==> src/design/lrc_pkg.sv <==
// Package with shared types and constants of the LRU resource cache.
package lrc_pkg;
  localparam int unsigned DEPTH_DEF = 16;
  localparam int unsigned KEY_BITS_DEF = 32;
  localparam int unsigned HANDLE_BITS_DEF = 32;
  localparam int unsigned CAP_BITS = 5;
  localparam logic [CAP_BITS-1:0] CAP_RESET = 5'd16;
  localparam int unsigned FUNC_BITS = 2;

  typedef enum logic [FUNC_BITS-1:0] {
    FUNC_GET     = 2'd0,
    FUNC_PUT     = 2'd1,
    FUNC_CLEAR   = 2'd2,
    FUNC_RELEASE = 2'd3
  } func_e;
endpackage

==> src/design/lrc_if.sv <==
// Valid/ready channel interfaces for the cache request and response.
interface lrc_req_if #(
  parameter int unsigned KEY_BITS = 32,
  parameter int unsigned HANDLE_BITS = 32
);
  logic                   valid;
  logic                   ready;
  logic [1:0]             func;
  logic [KEY_BITS-1:0]    key;
  logic [HANDLE_BITS-1:0] handle;
  modport source (output valid, func, key, handle, input ready);
  modport sink (input valid, func, key, handle, output ready);
endinterface

interface lrc_rsp_if #(
  parameter int unsigned KEY_BITS = 32,
  parameter int unsigned HANDLE_BITS = 32
);
  logic                   valid;
  logic                   ready;
  logic                   hit;
  logic [31:0]            handle_out;
  logic                   evicted;
  logic [31:0]            evicted_key;
  logic [4:0]             entry_count;
  modport source (output valid, hit, handle_out, evicted, evicted_key, entry_count,
                  input ready);
  modport sink (input valid, hit, handle_out, evicted, evicted_key, entry_count,
                output ready);
endinterface

==> src/design/lru_resource_cache.sv <==
// Top level of the LRU resource cache.
// A request passes through the front-end queue, a lookup state, for a put with a
// non-null handle an eviction state that drops one entry at a time until the count
// fits, and an execute state that registers the result. The back-end sequencer
// finishes one request before it takes another; the two-entry front queue can accept more meanwhile.
// Reset clears all entries, the count and the queue; capacity resets to 16.
module lru_resource_cache #(
  parameter int unsigned DEPTH = lrc_pkg::DEPTH_DEF,
  parameter int unsigned KEY_BITS = lrc_pkg::KEY_BITS_DEF,
  parameter int unsigned HANDLE_BITS = lrc_pkg::HANDLE_BITS_DEF
) (
  input  logic        clk_i,
  input  logic        rst_ni,
  input  logic        cfg_we_i,
  input  logic [4:0]  cfg_wdata_i,
  lrc_req_if.sink     req,
  lrc_rsp_if.source   rsp
);
  import lrc_pkg::*;

  logic [CAP_BITS-1:0]    cap_q;
  logic                   q_valid, q_pop;
  logic [1:0]             q_func;
  logic [KEY_BITS-1:0]    q_key;
  logic [HANDLE_BITS-1:0] q_handle;

  // Capacity register.
  always_ff @(posedge clk_i or negedge rst_ni) begin
    if (!rst_ni) cap_q <= CAP_RESET;
    else if (cfg_we_i) cap_q <= cfg_wdata_i;
  end

  lrc_front #(.KEY_BITS(KEY_BITS), .HANDLE_BITS(HANDLE_BITS)) u_front (
    .clk_i, .rst_ni,
    .in_valid_i(req.valid), .in_ready_o(req.ready), .in_func_i(req.func),
    .in_key_i(req.key), .in_handle_i(req.handle),
    .q_valid_o(q_valid), .q_pop_i(q_pop), .q_func_o(q_func),
    .q_key_o(q_key), .q_handle_o(q_handle)
  );

  lrc_back #(.DEPTH(DEPTH), .KEY_BITS(KEY_BITS), .HANDLE_BITS(HANDLE_BITS)) u_back (
    .clk_i, .rst_ni, .cap_i(cap_q),
    .q_valid_i(q_valid), .q_pop_o(q_pop), .q_func_i(q_func),
    .q_key_i(q_key), .q_handle_i(q_handle),
    .out_valid_o(rsp.valid), .out_ready_i(rsp.ready), .hit_o(rsp.hit),
    .handle_out_o(rsp.handle_out), .evicted_o(rsp.evicted),
    .evicted_key_o(rsp.evicted_key), .entry_count_o(rsp.entry_count)
  );
endmodule

==> src/design/lrc_front.sv <==
// Front end: accepts requests into a two-entry queue toward the back end.
module lrc_front #(
  parameter int unsigned KEY_BITS = 32,
  parameter int unsigned HANDLE_BITS = 32
) (
  input  logic                   clk_i,
  input  logic                   rst_ni,
  input  logic                   in_valid_i,
  output logic                   in_ready_o,
  input  logic [1:0]             in_func_i,
  input  logic [KEY_BITS-1:0]    in_key_i,
  input  logic [HANDLE_BITS-1:0] in_handle_i,
  output logic                   q_valid_o,
  input  logic                   q_pop_i,
  output logic [1:0]             q_func_o,
  output logic [KEY_BITS-1:0]    q_key_o,
  output logic [HANDLE_BITS-1:0] q_handle_o
);
  import lrc_pkg::*;

  localparam int unsigned W = 2 + KEY_BITS + HANDLE_BITS;

  logic [W-1:0] slot_q [2];
  logic [1:0]   cnt_q, cnt_d;
  logic         rd_q, wr_q;
  logic         push;

  assign in_ready_o = (cnt_q != 2'd2);
  assign push = in_valid_i && in_ready_o;
  assign q_valid_o = (cnt_q != 2'd0);
  assign {q_func_o, q_key_o, q_handle_o} = slot_q[rd_q];

  always_comb begin
    cnt_d = cnt_q + {1'b0, push} - {1'b0, q_pop_i};
  end

  // Queue pointers and occupancy.
  always_ff @(posedge clk_i or negedge rst_ni) begin
    if (!rst_ni) begin
      cnt_q <= 2'd0;
      rd_q  <= 1'b0;
      wr_q  <= 1'b0;
    end else begin
      cnt_q <= cnt_d;
      if (push) wr_q <= ~wr_q;
      if (q_pop_i) rd_q <= ~rd_q;
    end
  end

  // Queue storage.
  always_ff @(posedge clk_i) begin
    if (push) slot_q[wr_q] <= {in_func_i, in_key_i, in_handle_i};
  end
endmodule

==> src/design/lrc_back.sv <==
// Back end: tag lookup, recency update, eviction and result register.
module lrc_back #(
  parameter int unsigned DEPTH = 16,
  parameter int unsigned KEY_BITS = 32,
  parameter int unsigned HANDLE_BITS = 32
) (
  input  logic                   clk_i,
  input  logic                   rst_ni,
  input  logic [4:0]             cap_i,
  input  logic                   q_valid_i,
  output logic                   q_pop_o,
  input  logic [1:0]             q_func_i,
  input  logic [KEY_BITS-1:0]    q_key_i,
  input  logic [HANDLE_BITS-1:0] q_handle_i,
  output logic                   out_valid_o,
  input  logic                   out_ready_i,
  output logic                   hit_o,
  output logic [31:0]            handle_out_o,
  output logic                   evicted_o,
  output logic [31:0]            evicted_key_o,
  output logic [4:0]             entry_count_o
);
  import lrc_pkg::*;

  localparam int unsigned IW = (DEPTH > 1) ? $clog2(DEPTH) : 1;
  localparam int unsigned CW = $clog2(DEPTH + 1);

  typedef enum logic [1:0] {ST_LOOK, ST_EXEC, ST_EVICT} state_e;

  logic [KEY_BITS-1:0]    key_q [DEPTH];
  logic [HANDLE_BITS-1:0] hdl_q [DEPTH];
  logic [IW-1:0]          rank_q [DEPTH];
  logic [DEPTH-1:0]       valid_q, live_q;
  logic [CW-1:0]          held_q;
  state_e                 state_q;

  logic                   found_q;
  logic [IW-1:0]          slot_q;
  logic                   ev_q;
  logic [31:0]            evk_q;
  logic                   out_valid_q, hit_q, evicted_q;
  logic [31:0]            hout_q, evko_q;
  logic [4:0]             cnt_out_q;

  // Effective capacity clamped to 1..DEPTH.
  logic [CW:0] cap_eff;
  always_comb begin
    if (cap_i == 5'd0) cap_eff = (CW+1)'(1);
    else if ({{(CW+1){1'b0}}, cap_i} > (CW+6)'(DEPTH)) cap_eff = (CW+1)'(DEPTH);
    else cap_eff = (CW+1)'(cap_i);
  end

  // Parallel tag match.
  logic          m_found;
  logic [IW-1:0] m_slot;
  always_comb begin
    m_found = 1'b0;
    m_slot  = '0;
    for (int i = DEPTH - 1; i >= 0; i--) begin
      if (valid_q[i] && key_q[i] == q_key_i) begin
        m_found = 1'b1;
        m_slot  = IW'(i);
      end
    end
  end

  // Oldest slot (rank equal to held-1) and first free slot.
  logic [IW-1:0] old_slot, free_slot;
  logic          old_found;
  always_comb begin
    old_slot  = '0;
    old_found = 1'b0;
    free_slot = '0;
    for (int i = DEPTH - 1; i >= 0; i--) begin
      if (valid_q[i] && (CW'(rank_q[i]) == held_q - CW'(1))) begin
        old_slot  = IW'(i);
        old_found = 1'b1;
      end
      if (!valid_q[i]) free_slot = IW'(i);
    end
  end

  wire out_free = !out_valid_q || out_ready_i;
  // Eviction needed before a put finishes.
  wire [CW:0] lim = found_q ? cap_eff : cap_eff - (CW+1)'(1);
  wire need_ev = ({1'b0, held_q} > lim) && old_found;
  // Result classification in the execute state.
  wire get_hit = (q_func_i == FUNC_GET) && found_q && live_q[slot_q];
  wire put_new = (q_handle_i != '0) && !found_q && (held_q < CW'(DEPTH));

  assign q_pop_o = q_valid_i && (state_q == ST_EXEC) && out_free;

  // Sequencer and state update.
  always_ff @(posedge clk_i or negedge rst_ni) begin
    if (!rst_ni) begin
      state_q     <= ST_LOOK;
      valid_q     <= '0;
      live_q      <= '0;
      held_q      <= '0;
      out_valid_q <= 1'b0;
      found_q     <= 1'b0;
      ev_q        <= 1'b0;
    end else begin
      if (out_valid_q && out_ready_i && !q_pop_o) out_valid_q <= 1'b0;
      unique case (state_q)
        ST_LOOK: begin
          if (q_valid_i) begin
            found_q <= m_found;
            slot_q  <= m_slot;
            ev_q    <= 1'b0;
            evk_q   <= '0;
            state_q <= (q_func_i == FUNC_PUT && q_handle_i != '0) ? ST_EVICT : ST_EXEC;
            // A put on a held key makes it most recent before any eviction.
            if (q_func_i == FUNC_PUT && q_handle_i != '0 && m_found) begin
              hdl_q[m_slot]  <= q_handle_i;
              live_q[m_slot] <= 1'b1;
              for (int i = 0; i < DEPTH; i++)
                if (valid_q[i] && rank_q[i] < rank_q[m_slot]) rank_q[i] <= rank_q[i] + 1'b1;
              rank_q[m_slot] <= '0;
            end
          end
        end
        ST_EVICT: begin
          // One eviction per cycle until the count fits, then fall to execute.
          if (need_ev) begin
            if (!ev_q) begin
              ev_q  <= 1'b1;
              evk_q <= 32'(key_q[old_slot]);
            end
            valid_q[old_slot] <= 1'b0;
            live_q[old_slot]  <= 1'b0;
            held_q <= held_q - CW'(1);
            if (found_q && old_slot == slot_q) found_q <= 1'b0;
          end else begin
            state_q <= ST_EXEC;
          end
        end
        default: begin
          if (q_pop_o) begin
            out_valid_q <= 1'b1;
            hit_q       <= get_hit;
            hout_q      <= get_hit ? 32'(hdl_q[slot_q]) : 32'd0;
            evicted_q   <= ev_q;
            evko_q      <= evk_q;
            state_q     <= ST_LOOK;
            unique case (q_func_i)
              FUNC_GET: begin
                if (found_q) begin
                  if (live_q[slot_q]) begin
                    for (int i = 0; i < DEPTH; i++)
                      if (valid_q[i] && rank_q[i] < rank_q[slot_q]) rank_q[i] <= rank_q[i] + 1'b1;
                    rank_q[slot_q] <= '0;
                  end else begin
                    valid_q[slot_q] <= 1'b0;
                    live_q[slot_q]  <= 1'b0;
                    for (int i = 0; i < DEPTH; i++)
                      if (valid_q[i] && rank_q[i] > rank_q[slot_q]) rank_q[i] <= rank_q[i] - 1'b1;
                    held_q <= held_q - CW'(1);
                  end
                end
                cnt_out_q <= 5'(found_q && !live_q[slot_q] ? held_q - CW'(1) : held_q);
              end
              FUNC_PUT: begin
                if (q_handle_i != '0) begin
                  if (found_q) begin
                    hdl_q[slot_q]  <= q_handle_i;
                    live_q[slot_q] <= 1'b1;
                    for (int i = 0; i < DEPTH; i++)
                      if (valid_q[i] && rank_q[i] < rank_q[slot_q]) rank_q[i] <= rank_q[i] + 1'b1;
                    rank_q[slot_q] <= '0;
                  end else if (put_new) begin
                    for (int i = 0; i < DEPTH; i++)
                      if (valid_q[i]) rank_q[i] <= rank_q[i] + 1'b1;
                    valid_q[free_slot] <= 1'b1;
                    live_q[free_slot]  <= 1'b1;
                    key_q[free_slot]   <= q_key_i;
                    hdl_q[free_slot]   <= q_handle_i;
                    rank_q[free_slot]  <= '0;
                    held_q    <= held_q + CW'(1);
                  end
                end
                cnt_out_q <= 5'(put_new ? held_q + CW'(1) : held_q);
              end
              FUNC_CLEAR: begin
                valid_q   <= '0;
                live_q    <= '0;
                held_q    <= '0;
                cnt_out_q <= '0;
              end
              default: begin
                if (found_q) live_q[slot_q] <= 1'b0;
                cnt_out_q <= 5'(held_q);
              end
            endcase
          end
        end
      endcase
    end
  end

  assign out_valid_o   = out_valid_q;
  assign hit_o         = hit_q;
  assign handle_out_o  = hout_q;
  assign evicted_o     = evicted_q;
  assign evicted_key_o = evko_q;
  assign entry_count_o = cnt_out_q;
endmodule

==> src/flat_wrapper.sv <==
// flat-port wrapper written by rule: the top's interface ports become plain ports
module lru_resource_cache_flat import lrc_pkg::*;
#(
  parameter int unsigned DEPTH = lrc_pkg::DEPTH_DEF,
  parameter int unsigned KEY_BITS = lrc_pkg::KEY_BITS_DEF,
  parameter int unsigned HANDLE_BITS = lrc_pkg::HANDLE_BITS_DEF
)
  (clk_i, rst_ni, cfg_we_i, cfg_wdata_i, req_valid, req_func, req_key, req_handle, req_ready, rsp_valid, rsp_hit, rsp_handle_out, rsp_evicted, rsp_evicted_key, rsp_entry_count, rsp_ready);
  lrc_req_if #(.KEY_BITS(KEY_BITS), .HANDLE_BITS(HANDLE_BITS)) req_i ();
  lrc_rsp_if #(.KEY_BITS(KEY_BITS), .HANDLE_BITS(HANDLE_BITS)) rsp_i ();
  input  logic clk_i;
  input  logic rst_ni;
  input  logic cfg_we_i;
  input  logic [4:0] cfg_wdata_i;
  input wire logic [$bits(req_i.valid)-1:0] req_valid;
  input wire logic [$bits(req_i.func)-1:0] req_func;
  input wire logic [$bits(req_i.key)-1:0] req_key;
  input wire logic [$bits(req_i.handle)-1:0] req_handle;
  output wire logic [$bits(req_i.ready)-1:0] req_ready;
  output wire logic [$bits(rsp_i.valid)-1:0] rsp_valid;
  output wire logic [$bits(rsp_i.hit)-1:0] rsp_hit;
  output wire logic [$bits(rsp_i.handle_out)-1:0] rsp_handle_out;
  output wire logic [$bits(rsp_i.evicted)-1:0] rsp_evicted;
  output wire logic [$bits(rsp_i.evicted_key)-1:0] rsp_evicted_key;
  output wire logic [$bits(rsp_i.entry_count)-1:0] rsp_entry_count;
  input wire logic [$bits(rsp_i.ready)-1:0] rsp_ready;
  assign req_i.valid = req_valid;
  assign req_i.func = req_func;
  assign req_i.key = req_key;
  assign req_i.handle = req_handle;
  assign req_ready = req_i.ready;
  assign rsp_valid = rsp_i.valid;
  assign rsp_hit = rsp_i.hit;
  assign rsp_handle_out = rsp_i.handle_out;
  assign rsp_evicted = rsp_i.evicted;
  assign rsp_evicted_key = rsp_i.evicted_key;
  assign rsp_entry_count = rsp_i.entry_count;
  assign rsp_i.ready = rsp_ready;
  lru_resource_cache #(.DEPTH(DEPTH), .KEY_BITS(KEY_BITS), .HANDLE_BITS(HANDLE_BITS)) u_core (.clk_i(clk_i), .rst_ni(rst_ni), .cfg_we_i(cfg_we_i), .cfg_wdata_i(cfg_wdata_i), .req(req_i), .rsp(rsp_i));
endmodule
==> config.mk <==
export PLATFORM = sky130hd
export DESIGN_NAME = lru_resource_cache_flat
export DESIGN_NICKNAME = d
export VERILOG_FILES = /design/src/design/lrc_pkg.sv /design/src/design/lrc_if.sv /design/src/design/lru_resource_cache.sv /design/src/design/lrc_front.sv /design/src/design/lrc_back.sv /design/src/flat_wrapper.sv
export SDC_FILE = /design/constraint.sdc
export NUM_CORES = 2
export LEC_CHECK = 0
export BUFFER_PORTS_ARGS = -buffer_cell sky130_fd_sc_hd__clkbuf_2
export CORE_MARGIN = 3
export CORE_UTILIZATION = 60
export DETAILED_ROUTE_END_ITERATION = 16
export GPL_ROUTABILITY_DRIVEN = 1
export PLACE_DENSITY = 0.81
export SLEW_MARGIN = 15
export SYNTH_ARGS = -nofsm -noshare
export SYNTH_HDL_FRONTEND = slang
export SYNTH_HIERARCHICAL = 1
export SYNTH_SLANG_ARGS = --single-unit
==> constraint.sdc <==
create_clock -name clk_i -period 10.6 [get_ports clk_i]
set_input_delay 0.53 -clock clk_i [delete_from_list [all_inputs] [get_ports clk_i]]
set_output_delay 0.53 -clock clk_i [all_outputs]
set_load 0.02 [all_outputs]
After elaboration in Yosys (flattened, before gate mapping)
Memories as Yosys holds them, arrays and structs flattened. A register that Yosys moved wholly into a read port is not among the register bits.
Cells that the tools add are included.
{ "op_classes": {"n_mux": 775, "eq_ne": 53, "div_mod_pow": 0, "order_cmp": 59, "n_reduce_logical": 212, "shift": 0, "add_sub_neg": 37, "multipliers": 0, "bitwise_logic": 79} }
{ "ops": {"columns": ["operator", "count"], "rows": [
  ["two-way mux 1 bit", 602],
  ["equality test 32 bit", 16],
  ["two-way mux 4 bit", 120],
  ["two-way mux 16 bit", 17],
  ["logical AND 1 bit", 182],
  ["two-way mux 32 bit", 5],
  ["less-than comparator 4 bit", 32],
  ["one-hot mux 16 bit (3 select lines)", 2],
  ["equality test 4 x 5 -> 1 bit", 16],
  ["OR 1 bit", 65],
  ["adder 4 x 1 -> 4 bit (second input constant)", 16],
  ["bitwise AND 16 bit", 4],
  ["> comparator 4 bit", 16],
  ["OR 16 bit", 4],
  ["one-hot mux 16 bit (2 select lines)", 2],
  ["one-hot mux 32 bit (2 select lines)", 1],
  ["OR reduction 32 bit", 2],
  ["subtractor 4 x 1 -> 4 bit (second input constant)", 16],
  ["two-way mux 5 bit", 9],
  ["inverter 16 bit", 2],
  ["nonzero test 32 bit", 1],
  ["one-hot mux 5 bit (3 select lines)", 2],
  ["less-than comparator 4 x 5 -> 1 bit (second input constant)", 4],
  ["AND reduction 9 bit", 2],
  ["38 further kinds", 77]
]} }
{ "totals": {"output_inout_bits": 73, "reg_bits": 126, "n_memories": 4, "mem_bits_ro": 0, "latchBits": 0, "ram_bits": 1220} }
{ "mem_list": {"columns": ["name", "words", "width", "rd", "rd_clocked_by_memory_dff", "wr", "line", "text"], "rows": [
  ["u_core.u_back.hdl_q", 16, 32, 1, 1, 1, "lrc_back.sv:31", "logic [HANDLE_BITS-1:0] hdl_q [DEPTH];"],
  ["u_core.u_back.key_q", 16, 32, 17, 0, 1, "lrc_back.sv:30", "logic [KEY_BITS-1:0] key_q [DEPTH];"],
  ["u_core.u_front.slot_q", 2, 66, 1, 0, 1, "lrc_front.sv:23", "logic [W-1:0] slot_q [2];"],
  ["u_core.u_back.rank_q", 16, 4, 18, 1, 17, "lrc_back.sv:32", "logic [IW-1:0] rank_q [DEPTH];"]
]} }

Longest topological paths before layout
An unclocked memory read counts as a cell.
{ "depth": {"word_depth": 32, "depth_mapped": 27} }

Cells and area by module
The synthesis kept the hierarchy.
{ "by_module_without_submodules": {"columns": ["module", "area_each_um2", "instances", "cells_per_inst"], "rows": [
  ["lrc_back", 64484.3, 1, 4983],
  ["lrc_front", 4958.5, 1, 222],
  ["lru_resource_cache", 182.7, 1, 10]
]} }

Worst setup path after synthesis
OpenSTA, ideal clock, no wires.
{ "synth_path": {"path_type": "flip-flop to flip-flop", "from": "register u_core.u_back.held_q[0]", "to": "register u_core.u_back.evk_q[0], enable pin", "t_arrival_ns": 8.603, "required_time_ns": 10.005, "path_stages_with_launch": 16, "slack_ns": 1.402, "path_cell_list": "dfrtp_1 -> clkbuf_1 -> buf_2 -> clkbuf_1 -> inv_1 -> ha_1 -> clkbuf_1 -> xnor2_2 -> buf_2 -> xnor2_1 -> or4_1 -> nand3_1 -> o31ai_2 -> nor2_1 -> a21oi_1 -> a2111oi_0"} }
{ "synth_between": {"elab_chain_len": 22, "word_cells_on_any_way": 53, "cone_classes": "add/sub (1); order compare (1); eq/ne (17); mux (16); reduce/logical (18)"} }
{ "synth_rtl": {"columns": ["element", "line", "text"], "rows": [
  ["start, declared", "lrc_back.sv:34", "logic [CW-1:0] held_q;"],
  ["start signal, assigned", "lrc_back.sv:132", "held_q <= held_q - CW'(1);"],
  ["start signal, assigned", "lrc_back.sv:158", "held_q <= held_q - CW'(1);"],
  ["start signal, assigned", "lrc_back.sv:179", "held_q <= held_q + CW'(1);"],
  ["subtractor 5 x 1 -> 5 bit", "lrc_back.sv:75", "if (valid_q[i] && (CW'(rank_q[i]) == held_q - CW'(1))) begin"],
  ["equality test 4 x 5 -> 1 bit", "lrc_back.sv:75", null],
  ["logical AND 1 bit", "lrc_back.sv:75", null],
  ["two-way mux 1 bit (16 in series)", "lrc_back.sv:75", null],
  ["logical AND 1 bit *", "lrc_back.sv:86", "wire need_ev = ({1'b0, held_q} > lim) && old_found;"],
  ["inequality test 2 bit (no line) *", null, null],
  ["AND reduction 5 bit (no line) *", null, null],
  ["end signal, assigned", "lrc_back.sv:128", "evk_q <= 32'(key_q[old_slot]);"],
  ["end, declared", "lrc_back.sv:40", "logic [31:0] evk_q;"]
]} }
Mark *: on every way between the ends. The rest lies on a longest branch, timed or not.
A chain may end at the register's enable or synchronous reset.

==> out/results.ini <==
[outcome]
status=finished clean

[global_routing]
grt_util_all_layers_pct=39.6
antenna_found_initial=10
grt_pass1_vias=48523
grt_max_degree=144
grt_pass1_wl_um=345000
grt_overflow=0

[synth]
synth_flop_cell=edfxtp_1
syn_area_per_cell_um2=13.4
synth_fa_ha_area_share_pct=2.82
synth_xor_area_share_pct=8.19
synthesis.nets=5448
synthSimpleGateAreaFrac_pct=10.8
synth_top_family_by_area=simple AND/OR/NAND/NOR gates
synth_edf_count=1291
synth_compound_area_share_pct=6.65
syn_area_mm2=0.0696
ys_types=97
synth_cells=5215
synthArstFlopShare_pct=3.69
ys_seq_area_share_pct=58.7
synth_mux_area_share_pct=10.1
ys_ff_latch=1382
synth_warnings=6

[place]
dpl.cell_count=6709
place_worst_setup_slack_ps=2880
place_congestion=1.06
port-buffer-count=148
dpl.hpwl_um=150000

[power]
swShare_pct=36.9
power.share.clock_pct=29.2
peakVddDrop_v=0.000283
combPwrFrac_pct=31.3
cell_internal_pwr_mw=11.3
seq_power_share_pct=39.5
power_density_mw_per_mm2=230
p_leak_nw=27.2
power.switching_mw=6.57

[sta]
slew_headroom_pct=15.2
period_share_pct=74.4
finalClockSkew_ps=75.6
rsz0062_at_grt=false
slew_violations=0
hold_viol_final=0
fmax_ghz=0.127
worst_pin_slew_ps=1270
setup_ws_ps=2710
layout_min_cycle_time_ps=7890
setup_tns_ps=0
setup_viol_count_final=0

[worst_setup_path]
crit_path_end_kind=register
max_stage_delay_ps=810
slowest_stage=o211ai_1
crit_arrival_ps=8580
cpLargestDelayFamily=compound AO/OA/AOI/OAI gates
crit_chain=buf_4 > mux2_2 > buf_4 > xor2_1 > nor4_1 > nand4_1 > or4_4 > nor4b_1 > a2111oi_2 > buf_4 > or2_1 > a31oi_1 > o211ai_1 > buf_4 > ha_1 > a211oi_1 > a21oi_1 > a21o_1 > a31oi_1 > mux2i_1
worst-setup-path-type=reg2reg
required_ps=11290
cp_max_fo=37
cpMostUsedCell=buf_4
startpoint_type=register
path_buf_inv=4

[final_layout]
drive_above_1_share_pct=16.3
area_delta_synth_final_pct=11.3
fill_cells=7808
finalNonFillerCells=7047
post-route-util_pct=67.5
nets=5645

[detailed_routing]
met1_length_um=82100
drt.antenna.violating_nets=0
avgViaCountPerCell=7.11
highest_layer=met4
vias=50112
wl_met3_um=31900
drtIter0Drc=8528
drc_errors=0
routed-wl-met2_um=110000
wirelength_um=240000
drtPass1Iterations=10
wl_per_cell_um=34.1

[clock_network]
cts_inserted_buffers=143
clock_latency_ps=820
postCtsSetupBuffers=0
clock_path_buffers=3
cts_root_buf=clkbuf_16
h-tree-depth=4
clk_pin_slew_ps=60
cts_tree=done
clkSinkCount=1382

[floorplan]
initial_utilization_pct=60.6
die_h_um=347
fp.coreArea_mm2=0.115
num_io_pins=149
dieWidth_um=347
die_area_mm2=0.120
rows=124

[run]
maxCapViolations=0

[worst_hold_path]
hold_path_class=in2reg

[cells in the final DEF, fill, tap and decap left out, types with 19 or more instances in the layout]
cell | Yosys | final
nand3_1 | 84 | 82
clkinv_1 | 1 | 20
a22oi_1 | 35 | 35
xor2_1 | 490 | 490
dfrtp_1 | 50 | 49
mux4_2 | 185 | 185
clkbuf_2 | 0 | 148
nor4_1 | 221 | 220
ha_1 | 157 | 157
nand2b_1 | 44 | 43
o22ai_1 | 43 | 43
clkinv_2 | 0 | 26
dfxtp_1 | 40 | 40
nor2_1 | 247 | 229
inv_1 | 90 | 89
a211o_1 | 20 | 20
o31ai_1 | 19 | 19
and2_1 | 44 | 44
a31oi_1 | 91 | 91
nand2_1 | 475 | 475
a21o_1 | 30 | 29
clkbuf_16 | 0 | 143
mux2i_1 | 130 | 130
nor3_1 | 106 | 90
buf_4 | 24 | 128
nand4_1 | 77 | 77
clkbuf_1 | 151 | 34
o21ai_0 | 162 | 160
or4_1 | 33 | 33
a21oi_1 | 153 | 152
a211oi_1 | 28 | 28
dlygate4sd3_1 | 0 | 70
xnor2_1 | 123 | 123
edfxtp_1 | 1291 | 1291
nor4b_1 | 20 | 20
mux2_2 | 140 | 140
[area by class of cell]
cell class / count / area, um^2 / area share, %
timing repair buffer: 349 / 2460 / 3.18
multi-input combinational: 3445 / 27200 / 35.1
sequential: 1382 / 40800 / 52.7
inverter: 91 / 344 / 0.444
clock inverter: 78 / 1000 / 1.29
clock buffer: 181 / 3760 / 4.85
antenna: 9 / 22.5 / 0.0291
tap: 1512 / 1890 / 2.44
[cells in the mapped netlist, types with 28 or more instances]
library cell  count  area share [%]
buf_6            39            0.63
a31oi_1          91            0.82
nand2b_1         44            0.40
xnor2_1         123             1.5
nor2_1          247             1.3
and2_1           44            0.40
mux2_2          140             2.3
a21o_1           30            0.32
nand2_1         475             2.6
ha_1            157             2.8
o21ai_0         162             1.2
a21oi_1         153             1.1
edfxtp_1       1291              56
xor2_1          490             6.2
nor3_1          106            0.76
buf_2            57            0.41
nand4_1          77            0.69
nor4_1          221             2.0
dfrtp_1          50             1.8
clkbuf_1        151            0.81
or4_1            33            0.36
mux2i_1         130             1.9
mux4_2          185             6.0
nand3_1          84            0.60
o22ai_1          43            0.39
inv_1            90            0.49
dfxtp_1          40             1.2
a211oi_1         28            0.30
a22oi_1          35            0.38
[cell families (layout without fill, tap and decap cells)]
group                      count (synthesis)  in the layout
DFF                                     1382           1382
buffers and inverters                    388            699
and+or+nand+nor                         1485           1485
other                                      0              9
adders and majority gates                157            157
AOI/OAI and AO/OA                        719            719
muxes                                    456            456
xor gates and xnor gates                 628            628
[metal layers]
metal  vias to the layer above  global-route usage, %
met3                       910                   9.73
li1                      20352                      -
met1                     24478                   52.0
met2                      4372                   61.5
met4                         0                   21.7
met5                         -                      0
[power by group through the flow]
stage	Clock (mW)	Combinational [mW]	Sequential [mW]
finish	5.20	5.58	7.05
global route	5.43	5.76	7.06
CTS	5.20	5.35	7.03
detailed placement	0	5.25	7.13
global placement	0	5.17	7.11
floorplan	0	3.46	7.08
[metrics by stage]
step                power [mW]  hold slack (ps)  instance area, um^2
floorplan                 10.5              234                69600
global placement          12.3              380                72000
detailed placement        12.4              380                72000
CTS                       17.6             13.5                77500
global route              18.2             24.1                77500
finish                    17.8             40.1                77500
[final timing paths]
check | start | end | slack [ps] | cells past startpoint
setup / recovery | u_core/u_front/rd_q | u_core/u_back/rank_q[2][0] | 2710 | 20
hold / removal | req_key[17] | u_core/u_front/slot_q[1][49] | 40 | 1
setup reg to reg | u_core/u_front/rd_q | u_core/u_back/rank_q[2][0] | 2710 | 20
hold reg to reg | u_core/u_back/evk_q[21] | u_core/u_back/evicted_key_o[21] | 410 | 0
max in group asynchronous | rst_ni | u_core/u_front/rd_q | 9350 | 3
min in group asynchronous | rst_ni | u_core/u_back/out_valid_o | 120 | 2
[flip-flops by register name (all words and copies together), names as in the netlist, 2 cells and up, named ones only]
name	flops
u_core/cap_q	5
u_core/u_back/entry_count_o	5
u_core/u_back/evicted_key_o	32
u_core/u_back/evk_q	32
u_core/u_back/handle_out_o	32
u_core/u_back/hdl_q	512
u_core/u_back/held_q	5
u_core/u_back/key_q	512
u_core/u_back/live_q	16
u_core/u_back/rank_q	64
u_core/u_back/slot_q	4
u_core/u_back/state_q	2
u_core/u_back/valid_q	16
u_core/u_front/cnt_q	2
u_core/u_front/slot_q	132
[timing repair]
item | CTS | global route
hold buffers | 70 | 0
endpoints found under the hold margin | 134 | 0
gates resized for setup | 0 | 0
setup endpoints to repair | 0 | 0
Note: power is estimated with default switching activity, not from simulation.
